## src/rrts_pkg.sv

```systemverilog
// Shared types and constants of the round-robin task scheduler.
`default_nettype none
package rrts_pkg;

  typedef enum logic [3:0] {
    CMD_ADD         = 4'd0,
    CMD_SET_BLOCK   = 4'd1,
    CMD_TICK        = 4'd2,
    CMD_CHECK_TICK  = 4'd3,
    CMD_SCHEDULE    = 4'd4,
    CMD_EXIT        = 4'd5,
    CMD_WAKE_READER = 4'd6,
    CMD_WAKE_WRITER = 4'd7,
    CMD_FIND_WRITER = 4'd8
  } cmd_e;

  typedef enum logic [2:0] {
    ST_OK        = 3'd0,
    ST_FULL      = 3'd1,
    ST_EMPTY     = 3'd2,
    ST_LAST_TASK = 3'd3,
    ST_NOT_FOUND = 3'd4
  } status_e;

  typedef enum logic [2:0] {
    S_IDLE,
    S_SCAN,
    S_ROT_RD,
    S_ROT_WR,
    S_FIN,
    S_RESP
  } state_e;

  localparam logic [2:0] TERM_NONE = 3'b111;
  localparam logic [16:0] NO_TICK_PID = 17'h1FFFF;

  typedef struct packed {
    logic [15:0] pid;
    logic [15:0] delay;
    logic        waiting;
    logic [2:0]  rt;
    logic [2:0]  wt;
    logic [2:0]  wrt;
    logic [2:0]  wwt;
  } task_entry_t;

  function automatic logic is_blocked(input task_entry_t t);
    return (t.delay != 16'd0) || t.waiting || (t.rt != TERM_NONE) ||
           (t.wt != TERM_NONE) || (t.wrt != TERM_NONE) || (t.wwt != TERM_NONE);
  endfunction

endpackage
`default_nettype wire

```

## src/round_robin_task_scheduler.sv

```systemverilog
// Top level of the round-robin task scheduler: ring memory and command sequencer.
`default_nettype none
// The scheduler keeps its task entries in one ring memory of MAX_TASKS entries with a
// registered read, and runs one command at a time; every command gives exactly one result
// transfer. Add, check_tick and unused codes pass from idle through the finish and
// response states to the output register. Set_block, tick, wake and find walk the ring
// from the head, one entry read per cycle with the write-back of the entry before it in
// the same cycle; set_block, wake and find stop early at the first match. Schedule walks
// the same way until the first runnable task after the head (or the head itself while
// idle), then moves each entry it passed to the tail through a read state and a write
// state; exit reads only the head. A new input transfer is taken while the previous result
// still waits in the output register. The idle pid must be written through the configuration
// port only while no command is in flight; the block itself does not enforce this.
module round_robin_task_scheduler #(
  parameter int MAX_TASKS = 16,
  parameter int NUM_TERMS = 4
) (
  input  wire logic               clk_i,
  input  wire logic               rst_ni,
  input  wire logic               cfg_we_i,
  input  wire logic [15:0]        cfg_wdata_i,
  input  wire logic               in_valid_i,
  output      logic               in_stall_o,
  input  wire logic [3:0]         cmd_i,
  input  wire logic [15:0]        pid_i,
  input  wire logic [15:0]        delay_i,
  input  wire logic               waiting_i,
  input  wire logic signed [2:0]  read_term_i,
  input  wire logic signed [2:0]  write_term_i,
  input  wire logic signed [2:0]  wait_read_term_i,
  input  wire logic signed [2:0]  wait_write_term_i,
  input  wire logic [1:0]         term_i,
  output      logic               out_valid_o,
  input  wire logic               out_stall_i,
  output      logic [15:0]        running_pid_o,
  output      logic               idle_running_o,
  output      logic               switched_o,
  output      logic [15:0]        from_pid_o,
  output      logic               any_zeroed_o,
  output      logic               same_as_last_o,
  output      logic [15:0]        found_pid_o,
  output      logic [2:0]         status_o
);

  localparam int IW = (MAX_TASKS > 1) ? $clog2(MAX_TASKS) : 1;
  localparam int CW = $clog2(MAX_TASKS + 1);
  localparam int SW = IW + 1;
  localparam logic [CW-1:0] FULL_COUNT = CW'(MAX_TASKS);
  localparam logic [SW-1:0] RING_SIZE = SW'(MAX_TASKS);
  localparam logic [IW-1:0] LAST_IDX = IW'(MAX_TASKS - 1);

  // Ring position i from the head, wrapped into the memory range.
  function automatic logic [IW-1:0] ring_slot(input logic [IW-1:0] base,
                                              input logic [CW-1:0] off);
    logic [SW-1:0] sum;
    sum = {1'b0, base} + SW'(off);
    if (sum >= RING_SIZE) begin
      sum = sum - RING_SIZE;
    end
    return sum[IW-1:0];
  endfunction

  function automatic logic [IW-1:0] ring_inc(input logic [IW-1:0] idx);
    return (idx == LAST_IDX) ? '0 : IW'(idx + 1'b1);
  endfunction

  function automatic logic [IW-1:0] ring_dec(input logic [IW-1:0] idx);
    return (idx == '0) ? LAST_IDX : IW'(idx - 1'b1);
  endfunction

  // Ring memory.
  rrts_pkg::task_entry_t ring_mem [MAX_TASKS];
  rrts_pkg::task_entry_t rdata_q;
  logic [IW-1:0]         raddr;
  logic                  we;
  logic [IW-1:0]         waddr;
  rrts_pkg::task_entry_t wdata;

  always_ff @(posedge clk_i) begin
    if (we) begin
      ring_mem[waddr] <= wdata;
    end
    rdata_q <= ring_mem[raddr];
  end

  // Control and architectural state.
  rrts_pkg::state_e      state_q, state_d;
  logic [IW-1:0]         head_q, head_d;
  logic [CW-1:0]         count_q, count_d;
  logic                  idle_q, idle_d;
  logic [16:0]           last_q, last_d;
  logic [15:0]           idle_pid_q;
  rrts_pkg::cmd_e        cmd_q, cmd_d;
  rrts_pkg::task_entry_t in_q;
  logic [1:0]            term_q;
  logic [CW-1:0]         rd_idx_q, rd_idx_d;
  logic                  pend_q, pend_d;
  logic [CW-1:0]         pend_idx_q, pend_idx_d;
  logic [CW-1:0]         lim_q, lim_d;
  logic [CW-1:0]         k_q, k_d;
  logic [CW-1:0]         rot_q, rot_d;
  logic                  b0_q, b0_d;
  logic [15:0]           pid0_q, pid0_d;
  logic                  sw_q, sw_d;
  logic [15:0]           from_q, from_d;
  logic                  zero_q, zero_d;
  logic [15:0]           found_q, found_d;
  rrts_pkg::status_e     status_q, status_d;
  logic                  out_valid_q;
  logic [15:0]           o_run_q;
  logic                  o_idle_q, o_sw_q, o_zero_q, o_same_q;
  logic [15:0]           o_from_q, o_found_q;
  logic [2:0]            o_status_q;

  logic                  in_xfer;
  rrts_pkg::cmd_e        cmd_in;
  rrts_pkg::task_entry_t in_entry;
  logic                  term_ok;

  assign in_stall_o = (state_q != rrts_pkg::S_IDLE);
  assign in_xfer    = in_valid_i && !in_stall_o;
  assign cmd_in     = rrts_pkg::cmd_e'(cmd_i);
  assign term_ok    = (32'(term_i) < NUM_TERMS);

  always_comb begin
    in_entry.pid     = pid_i;
    in_entry.delay   = delay_i;
    in_entry.waiting = waiting_i;
    in_entry.rt      = $unsigned(read_term_i);
    in_entry.wt      = $unsigned(write_term_i);
    in_entry.wrt     = $unsigned(wait_read_term_i);
    in_entry.wwt     = $unsigned(wait_write_term_i);
  end

  // Evaluation of the entry that arrives from memory during a walk.
  rrts_pkg::task_entry_t d;
  logic                  d_blk, hit, last_one, scan_done, load_out;
  logic [2:0]            term_x;
  logic                  b0_now;
  logic [15:0]           pid0_now, run_pid;

  assign d        = rdata_q;
  assign d_blk    = rrts_pkg::is_blocked(d);
  assign term_x   = {1'b0, term_q};
  assign last_one = (CW'(pend_idx_q + 1'b1) == lim_q);
  assign b0_now   = (pend_idx_q == '0) ? d_blk : b0_q;
  assign pid0_now = (pend_idx_q == '0) ? d.pid : pid0_q;

  always_comb begin
    case (cmd_q)
      rrts_pkg::CMD_SET_BLOCK:   hit = (d.pid == in_q.pid);
      rrts_pkg::CMD_WAKE_READER: hit = (d.wrt == term_x);
      rrts_pkg::CMD_WAKE_WRITER: hit = (d.wwt == term_x);
      rrts_pkg::CMD_FIND_WRITER: hit = (d.wt == term_x);
      rrts_pkg::CMD_SCHEDULE:    hit = !d_blk && ((pend_idx_q != '0) || idle_q);
      rrts_pkg::CMD_EXIT:        hit = 1'b1;
      default:                   hit = 1'b0;
    endcase
  end

  assign scan_done = (state_q == rrts_pkg::S_SCAN) && pend_q && (hit || last_one);
  assign load_out  = (state_q == rrts_pkg::S_RESP) && (!out_valid_q || !out_stall_i);
  assign run_pid   = (idle_q || (count_q == '0)) ? idle_pid_q : rdata_q.pid;

  // Next state.
  always_comb begin
    state_d = state_q;
    case (state_q)
      rrts_pkg::S_IDLE: begin
        if (in_xfer) begin
          case (cmd_in)
            rrts_pkg::CMD_SET_BLOCK, rrts_pkg::CMD_TICK, rrts_pkg::CMD_SCHEDULE: begin
              state_d = (count_q == '0) ? rrts_pkg::S_FIN : rrts_pkg::S_SCAN;
            end
            rrts_pkg::CMD_WAKE_READER, rrts_pkg::CMD_WAKE_WRITER,
            rrts_pkg::CMD_FIND_WRITER: begin
              state_d = ((count_q == '0) || !term_ok) ? rrts_pkg::S_FIN : rrts_pkg::S_SCAN;
            end
            rrts_pkg::CMD_EXIT: begin
              state_d = (count_q > CW'(1)) ? rrts_pkg::S_SCAN : rrts_pkg::S_FIN;
            end
            default: state_d = rrts_pkg::S_FIN;
          endcase
        end
      end
      rrts_pkg::S_SCAN: begin
        if (scan_done) begin
          if (cmd_q == rrts_pkg::CMD_SCHEDULE && hit && pend_idx_q != '0) begin
            state_d = rrts_pkg::S_ROT_RD;
          end else begin
            state_d = rrts_pkg::S_FIN;
          end
        end
      end
      rrts_pkg::S_ROT_RD: state_d = rrts_pkg::S_ROT_WR;
      rrts_pkg::S_ROT_WR: begin
        state_d = (CW'(rot_q + 1'b1) == k_q) ? rrts_pkg::S_FIN : rrts_pkg::S_ROT_RD;
      end
      rrts_pkg::S_FIN:  state_d = rrts_pkg::S_RESP;
      rrts_pkg::S_RESP: begin
        if (load_out) begin
          state_d = rrts_pkg::S_IDLE;
        end
      end
      default: state_d = rrts_pkg::S_IDLE;
    endcase
  end

  // Datapath, memory port and result values.
  always_comb begin
    head_d     = head_q;
    count_d    = count_q;
    idle_d     = idle_q;
    last_d     = last_q;
    cmd_d      = cmd_q;
    rd_idx_d   = rd_idx_q;
    pend_d     = 1'b0;
    pend_idx_d = pend_idx_q;
    lim_d      = lim_q;
    k_d        = k_q;
    rot_d      = rot_q;
    b0_d       = b0_q;
    pid0_d     = pid0_q;
    sw_d       = sw_q;
    from_d     = from_q;
    zero_d     = zero_q;
    found_d    = found_q;
    status_d   = status_q;
    raddr      = head_q;
    we         = 1'b0;
    waddr      = ring_slot(head_q, pend_idx_q);
    wdata      = d;
    case (state_q)
      rrts_pkg::S_IDLE: begin
        if (in_xfer) begin
          cmd_d    = cmd_in;
          rd_idx_d = '0;
          lim_d    = count_q;
          sw_d     = 1'b0;
          from_d   = '0;
          zero_d   = 1'b0;
          found_d  = '0;
          status_d = rrts_pkg::ST_OK;
          case (cmd_in)
            rrts_pkg::CMD_ADD: begin
              if (count_q == FULL_COUNT) begin
                status_d = rrts_pkg::ST_FULL;
              end else begin
                head_d  = ring_dec(head_q);
                we      = 1'b1;
                waddr   = ring_dec(head_q);
                wdata   = in_entry;
                count_d = CW'(count_q + 1'b1);
              end
            end
            rrts_pkg::CMD_SET_BLOCK, rrts_pkg::CMD_WAKE_READER,
            rrts_pkg::CMD_WAKE_WRITER, rrts_pkg::CMD_FIND_WRITER: begin
              status_d = rrts_pkg::ST_NOT_FOUND;
            end
            rrts_pkg::CMD_CHECK_TICK: begin
              if (!idle_q && count_q == '0) begin
                status_d = rrts_pkg::ST_EMPTY;
              end
            end
            rrts_pkg::CMD_SCHEDULE: begin
              if (count_q == '0) begin
                status_d = rrts_pkg::ST_EMPTY;
              end
            end
            rrts_pkg::CMD_EXIT: begin
              lim_d = CW'(1);
              if (count_q == '0) begin
                status_d = rrts_pkg::ST_EMPTY;
              end else if (count_q == CW'(1)) begin
                status_d = rrts_pkg::ST_LAST_TASK;
              end
            end
            default: ;
          endcase
        end
      end
      rrts_pkg::S_SCAN: begin
        raddr = ring_slot(head_q, rd_idx_q);
        if (rd_idx_q < lim_q) begin
          pend_d     = 1'b1;
          pend_idx_d = rd_idx_q;
          rd_idx_d   = CW'(rd_idx_q + 1'b1);
        end
        if (pend_q) begin
          case (cmd_q)
            rrts_pkg::CMD_TICK: begin
              if (d.delay != 16'd0) begin
                we          = 1'b1;
                wdata.delay = d.delay - 16'd1;
                if (d.delay == 16'd1) begin
                  zero_d = 1'b1;
                end
              end
            end
            rrts_pkg::CMD_SET_BLOCK: begin
              if (hit) begin
                we       = 1'b1;
                wdata    = in_q;
                status_d = rrts_pkg::ST_OK;
              end
            end
            rrts_pkg::CMD_WAKE_READER: begin
              if (hit) begin
                we        = 1'b1;
                wdata.wrt = rrts_pkg::TERM_NONE;
                status_d  = rrts_pkg::ST_OK;
              end
            end
            rrts_pkg::CMD_WAKE_WRITER: begin
              if (hit) begin
                we        = 1'b1;
                wdata.wwt = rrts_pkg::TERM_NONE;
                status_d  = rrts_pkg::ST_OK;
              end
            end
            rrts_pkg::CMD_FIND_WRITER: begin
              if (hit) begin
                found_d  = d.pid;
                status_d = rrts_pkg::ST_OK;
              end
            end
            rrts_pkg::CMD_EXIT: begin
              from_d  = d.pid;
              head_d  = ring_inc(head_q);
              count_d = CW'(count_q - 1'b1);
              idle_d  = 1'b1;
              last_d  = '0;
              sw_d    = 1'b1;
            end
            rrts_pkg::CMD_SCHEDULE: begin
              b0_d   = b0_now;
              pid0_d = pid0_now;
              if (hit && pend_idx_q == '0) begin
                // The head task can run again: leave the idle task.
                idle_d = 1'b0;
                sw_d   = 1'b1;
                from_d = idle_pid_q;
              end else if (hit) begin
                // Rotate the entries ahead of the runnable task to the tail.
                k_d    = pend_idx_q;
                rot_d  = '0;
                from_d = idle_q ? idle_pid_q : pid0_q;
                idle_d = 1'b0;
                sw_d   = 1'b1;
              end else if (last_one && !idle_q && b0_now) begin
                from_d = pid0_now;
                idle_d = 1'b1;
                sw_d   = 1'b1;
              end
            end
            default: ;
          endcase
        end
      end
      rrts_pkg::S_ROT_WR: begin
        we     = 1'b1;
        waddr  = ring_slot(head_q, count_q);
        wdata  = rdata_q;
        head_d = ring_inc(head_q);
        rot_d  = CW'(rot_q + 1'b1);
      end
      rrts_pkg::S_RESP: begin
        if (load_out && cmd_q == rrts_pkg::CMD_CHECK_TICK &&
            status_q == rrts_pkg::ST_OK) begin
          last_d = {1'b0, run_pid};
        end
      end
      default: ;
    endcase
  end

  always_ff @(posedge clk_i or negedge rst_ni) begin
    if (!rst_ni) begin
      state_q     <= rrts_pkg::S_IDLE;
      head_q      <= '0;
      count_q     <= '0;
      idle_q      <= 1'b0;
      last_q      <= rrts_pkg::NO_TICK_PID;
      idle_pid_q  <= '0;
      pend_q      <= 1'b0;
      out_valid_q <= 1'b0;
    end else begin
      state_q <= state_d;
      head_q  <= head_d;
      count_q <= count_d;
      idle_q  <= idle_d;
      last_q  <= last_d;
      pend_q  <= pend_d;
      if (cfg_we_i) begin
        idle_pid_q <= cfg_wdata_i;
      end
      if (load_out) begin
        out_valid_q <= 1'b1;
      end else if (!out_stall_i) begin
        out_valid_q <= 1'b0;
      end
    end
  end

  always_ff @(posedge clk_i) begin
    cmd_q      <= cmd_d;
    rd_idx_q   <= rd_idx_d;
    pend_idx_q <= pend_idx_d;
    lim_q      <= lim_d;
    k_q        <= k_d;
    rot_q      <= rot_d;
    b0_q       <= b0_d;
    pid0_q     <= pid0_d;
    sw_q       <= sw_d;
    from_q     <= from_d;
    zero_q     <= zero_d;
    found_q    <= found_d;
    status_q   <= status_d;
    if (in_xfer) begin
      in_q   <= in_entry;
      term_q <= term_i;
    end
    if (load_out) begin
      o_run_q    <= run_pid;
      o_idle_q   <= idle_q;
      o_sw_q     <= sw_q;
      o_from_q   <= from_q;
      o_zero_q   <= zero_q;
      o_same_q   <= (cmd_q == rrts_pkg::CMD_CHECK_TICK) &&
                    (status_q == rrts_pkg::ST_OK) && (last_q == {1'b0, run_pid});
      o_found_q  <= found_q;
      o_status_q <= status_q;
    end
  end

  assign out_valid_o    = out_valid_q;
  assign running_pid_o  = o_run_q;
  assign idle_running_o = o_idle_q;
  assign switched_o     = o_sw_q;
  assign from_pid_o     = o_from_q;
  assign any_zeroed_o   = o_zero_q;
  assign same_as_last_o = o_same_q;
  assign found_pid_o    = o_found_q;
  assign status_o       = o_status_q;

endmodule
`default_nettype wire

```

## config.mk

```make
export PLATFORM = sky130hd
export DESIGN_NAME = round_robin_task_scheduler
export DESIGN_NICKNAME = d
export VERILOG_FILES = /design/src/rrts_pkg.sv /design/src/round_robin_task_scheduler.sv
export SDC_FILE = /design/constraint.sdc
export NUM_CORES = 1
export LEC_CHECK = 0
export ABC_AREA = 1
export BUFFER_PORTS_ARGS = -buffer_cell sky130_fd_sc_hd__buf_2
export CORE_MARGIN = 10
export CORE_UTILIZATION = 50
export DETAILED_ROUTE_END_ITERATION = 10
export HOLD_SLACK_MARGIN = 0.12
export PLACE_DENSITY_LB_ADDON = 0.1
export SYNTH_ARGS = -nofsm -noshare
export SYNTH_HDL_FRONTEND = slang
export SYNTH_SLANG_ARGS = --single-unit
export TNS_END_PERCENT = 30
```

## constraint.sdc

```tcl
create_clock -name clk_i -period 4.4 [get_ports clk_i]
set_clock_uncertainty 0.2 [all_clocks]
set_input_delay 0.88 -clock clk_i [delete_from_list [all_inputs] [get_ports clk_i]]
set_output_delay 0.88 -clock clk_i [all_outputs]
set_load 0.05 [all_outputs]
```

==> results.md <==
* Synth Area per Inst at 11.95 um2
* Seq cells post-synth at 998
* # IOs at 129
* Startpoint types: flip-flop
* Required @ worst endpoint at 4.44 ns
* RSZ-0062 raised after global routing: no
* Die area at 95080 um2
* Root Buffer Master: clkbuf_16
* DP Wirelength at 68.30 mm
* Max FO, Critical Path at 46
* Most used cell along the critical path: nand2_1
* CP cell instances: nor2_1 > nand2_1 > nor2_1 > nand2_1 > nor2_1 > buf_4 > nand3_1 > nand2_1 > nor2_1 > nand2_4 > buf_4 > o21ai_0 > nand2_1 > nand2_1 > nand2_1 > nand2_1
* Nets at 3701
* Seq/Total Area, Yosys at 70.47%
* Vias in the first global route at 27860
* Crit path depth at 16
* Reg-to-Reg End: ring_mem[9][13]
* Critical Path AT at 3.66 ns
* FF-to-FF setup slack at 0.78 ns
* Initial core utilization at 50.55%
* Area growth syn-to-layout at 13.87%
* H-Tree Level Count at 3
* Post-Layout Cell Count at 4759
* 1st-iter DRT viols at 3040
* GRT Overall Usage at 23.70%
* Die width at 308.4 um
* Slew HR at 36.44%
* Worst Hold Class: in2reg
* Core Util, Final at 57.56%
* Syn Nets at 3581
* Worst-path clk slew at 0.06 ns
* CTS tree: built
* Status: finished with violations
* Mapped Cells at 3480
* Grt ovf at 0
* Num CTS Buffers at 103
* Row cnt at 105
* DRT Pass-1 Iters at 8
* Maxcap violations at 0
* Crit-path max cell delay at 0.49 ns
* Worst setup EP type: flip-flop
* Failing checks: DRC
* Top_reg_cell synth: edfxtp_1
* Tcrit/Tclk final at 82.20%
* Setup CP Type: reg2reg
* Antenna Nets Post-Route at 0
* GP Congestion at 0.8789
* Setup TNS Final at 0 ns
* # port buffers at 128
* Number of synthesized flops with an enable pin at 905
* Wire per inst at 24.01 um
* Via density at 5.978
* Ys async rst share at 4.810%
* CTS resizes at 0
* Setup crit start: d[23]
* Worst Path Buf+Inv at 2
* Worst Setup EP: ring_mem[9][13]
* Residual DRC at 2
* Mapped cell area at 41570 um2
* Yosys warns at 0
* Clock sink total at 998
* Critical path's slowest cell: buf_4
* Initial antenna violation count at 2
* Insertion delay to the later sink of the worst-skew pair at 0.66 ns
* Post-route setup slack at 0.7831 ns
* Largest net degree at the start of global routing at 132
* Die Span Y at 308.4 um
* Highest Clock Rate at 0.2765 GHz
* R2R Path Start: d[23]
* Max Slew Vio Count at 0
* Critical path's top delay family: simple AND/OR/NAND/NOR gates
* Worst slew pin tran at 0.9499 ns
* Drt total wl at 114.2 mm
* Final setup vio count at 0
* Worst slack, placed at 0.7668 ns
* Endpoints failing hold at 0
* Post-synth cell types at 52
* Period minus WS final at 3.617 ns
* Share of post-route cells with drive strength above 1 at 11.98%
* Inst Count DP at 4564
* Core area at 82240 um2
* Vias at 28450
* Clock buffer depth at 3
* Number of fillers in the final layout at 6715
* Worst r2r path cells at 16
* First-pass GRT wire length at 171.9 mm
==> worst register-to-register path: stages, from the launching register on <==
cell,delay [ns]
dfxtp_1,0.38
nor2_1,0.26
nand2_1,0.14
nor2_1,0.19
nand2_1,0.08
nor2_1,0.17
buf_4,0.22
nand3_1,0.09
nand2_1,0.07
nor2_1,0.06
nand2_4,0.11
buf_4,0.49
o21ai_0,0.19
nand2_1,0.08
nand2_1,0.05
nand2_1,0.06
nand2_1,0.36
==> synthesized netlist by cell type, types with 19 or more instances <==
master	instances	share of area [%]
a21oi_1	44	0.53
a22oi_1	29	0.52
buf_2	74	0.89
clkbuf_1	105	0.95
dfrtp_1	31	1.9
dfxtp_1	45	2.2
edfxtp_1	905	65
ha_1	26	0.78
inv_1	192	1.7
nand2_1	345	3.1
nand3_1	120	1.4
nor2_1	561	5.1
o211ai_1	22	0.40
o21ai_0	534	6.4
o21ai_1	50	0.60
o221ai_1	90	1.9
o22ai_1	113	1.7
xnor2_1	19	0.40
xor2_1	30	0.63
==> metal layers <==
| layer | track usage, % | vias up | part of all wire (%) |
|---|---|---|---|
| li1 | - | 12860 | - |
| met1 | 33.43 | 14190 | 43 |
| met2 | 37.51 | 1242 | 46 |
| met3 | 4.412 | 165 | 9.1 |
| met4 | 6.210 | 0 | 1.8 |
| met5 | 0 | - | 0 |
==> stage by stage <==
stage          hold WS [ns]  cell area, um2
6_report             0.2081           47340
5_1_grt              0.2017           47340
4_1_cts              0.1856           47340
3_5_place_dp         0.2045           43860
3_3_place_gp         0.2115           43860
2_1_floorplan        0.2003           41580
==> worst min-delay path by stage <==
stage	end	slack, ns	cells after the start	start
2_1_floorplan	any_zeroed_o	0.20	0	zero_q
3_3_place_gp	found_pid_o[4]	0.21	0	found_q[4]
3_5_place_dp	found_pid_o[4]	0.20	0	found_q[4]
4_1_cts	term_q[1]	0.19	1	term_i[1]
5_1_grt	term_q[1]	0.20	1	term_i[1]
6_report	term_q[1]	0.21	1	term_i[1]
==> placed cells by master (no fill, tap or decap), types with 30 or more instances in the layout <==
cell	Yosys	layout
clkbuf_16	0	104
buf_12	0	31
o21ai_0	534	534
edfxtp_1	905	905
dfrtp_1	31	31
o21ai_1	50	50
nand3_1	120	119
o221ai_1	90	90
a21oi_1	44	43
xor2_1	30	30
nor2_1	561	543
o22ai_1	113	113
dfxtp_1	45	45
nand2_1	345	345
buf_4	3	48
buf_2	74	128
inv_1	192	191
==> area by class of cell <==
class | count | area [um2] | share of cell area, %
flip-flops and latches | 998 | 29300 | 61.89
multi-input cells | 2084 | 10820 | 22.85
clock buffers | 139 | 2824 | 5.965
repair buffers | 208 | 1632 | 3.446
well taps | 1070 | 1339 | 2.828
inverters | 205 | 783.3 | 1.654
clock inverters | 54 | 644.4 | 1.361
diodes | 1 | 2.502 | 0.005286
==> repair_timing <==
item                                   CTS  global route
setup endpoints to repair                0             0
hold buffers                             1             0
endpoints found under the hold margin   21             0
setup buffers                            0             0
==> flip-flops by register name, indices dropped and copies added (netlist names), 5 cells and up <==
| name | count |
|---|---|
| ring_mem | 720 |
| d | 45 |
| lim_q | 5 |
| k_q | 5 |
| from_q | 16 |
| pid0_q | 16 |
| last_q | 17 |
| rd_idx_q | 5 |
| rot_q | 5 |
| found_pid_o | 16 |
| idle_pid_q | 16 |
| found_q | 16 |
| running_pid_o | 16 |
| in_q | 45 |
| from_pid_o | 16 |
| count_q | 5 |
| pend_idx_q | 5 |
==> cell families (layout without fill, tap and decap cells) <==
group | count (synthesis) | count (layout) | share of synthesized area, %
AND/OR/NAND/NOR | 1078 | 1078 | 10.58
flip-flops | 998 | 998 | 70.47
AO/OA/AOI/OAI | 926 | 926 | 13.02
buffers and inverters | 398 | 606 | 3.903
XOR/XNOR | 50 | 50 | 1.071
adder cells (fa/ha/maj) | 29 | 29 | 0.9269
multiplexers | 1 | 1 | 0.02408
other | 0 | 1 | 0
Power is left out: the tool's default activity adds up to more than one toggle a clock period on the data nets, which glitch-free logic cannot reach.
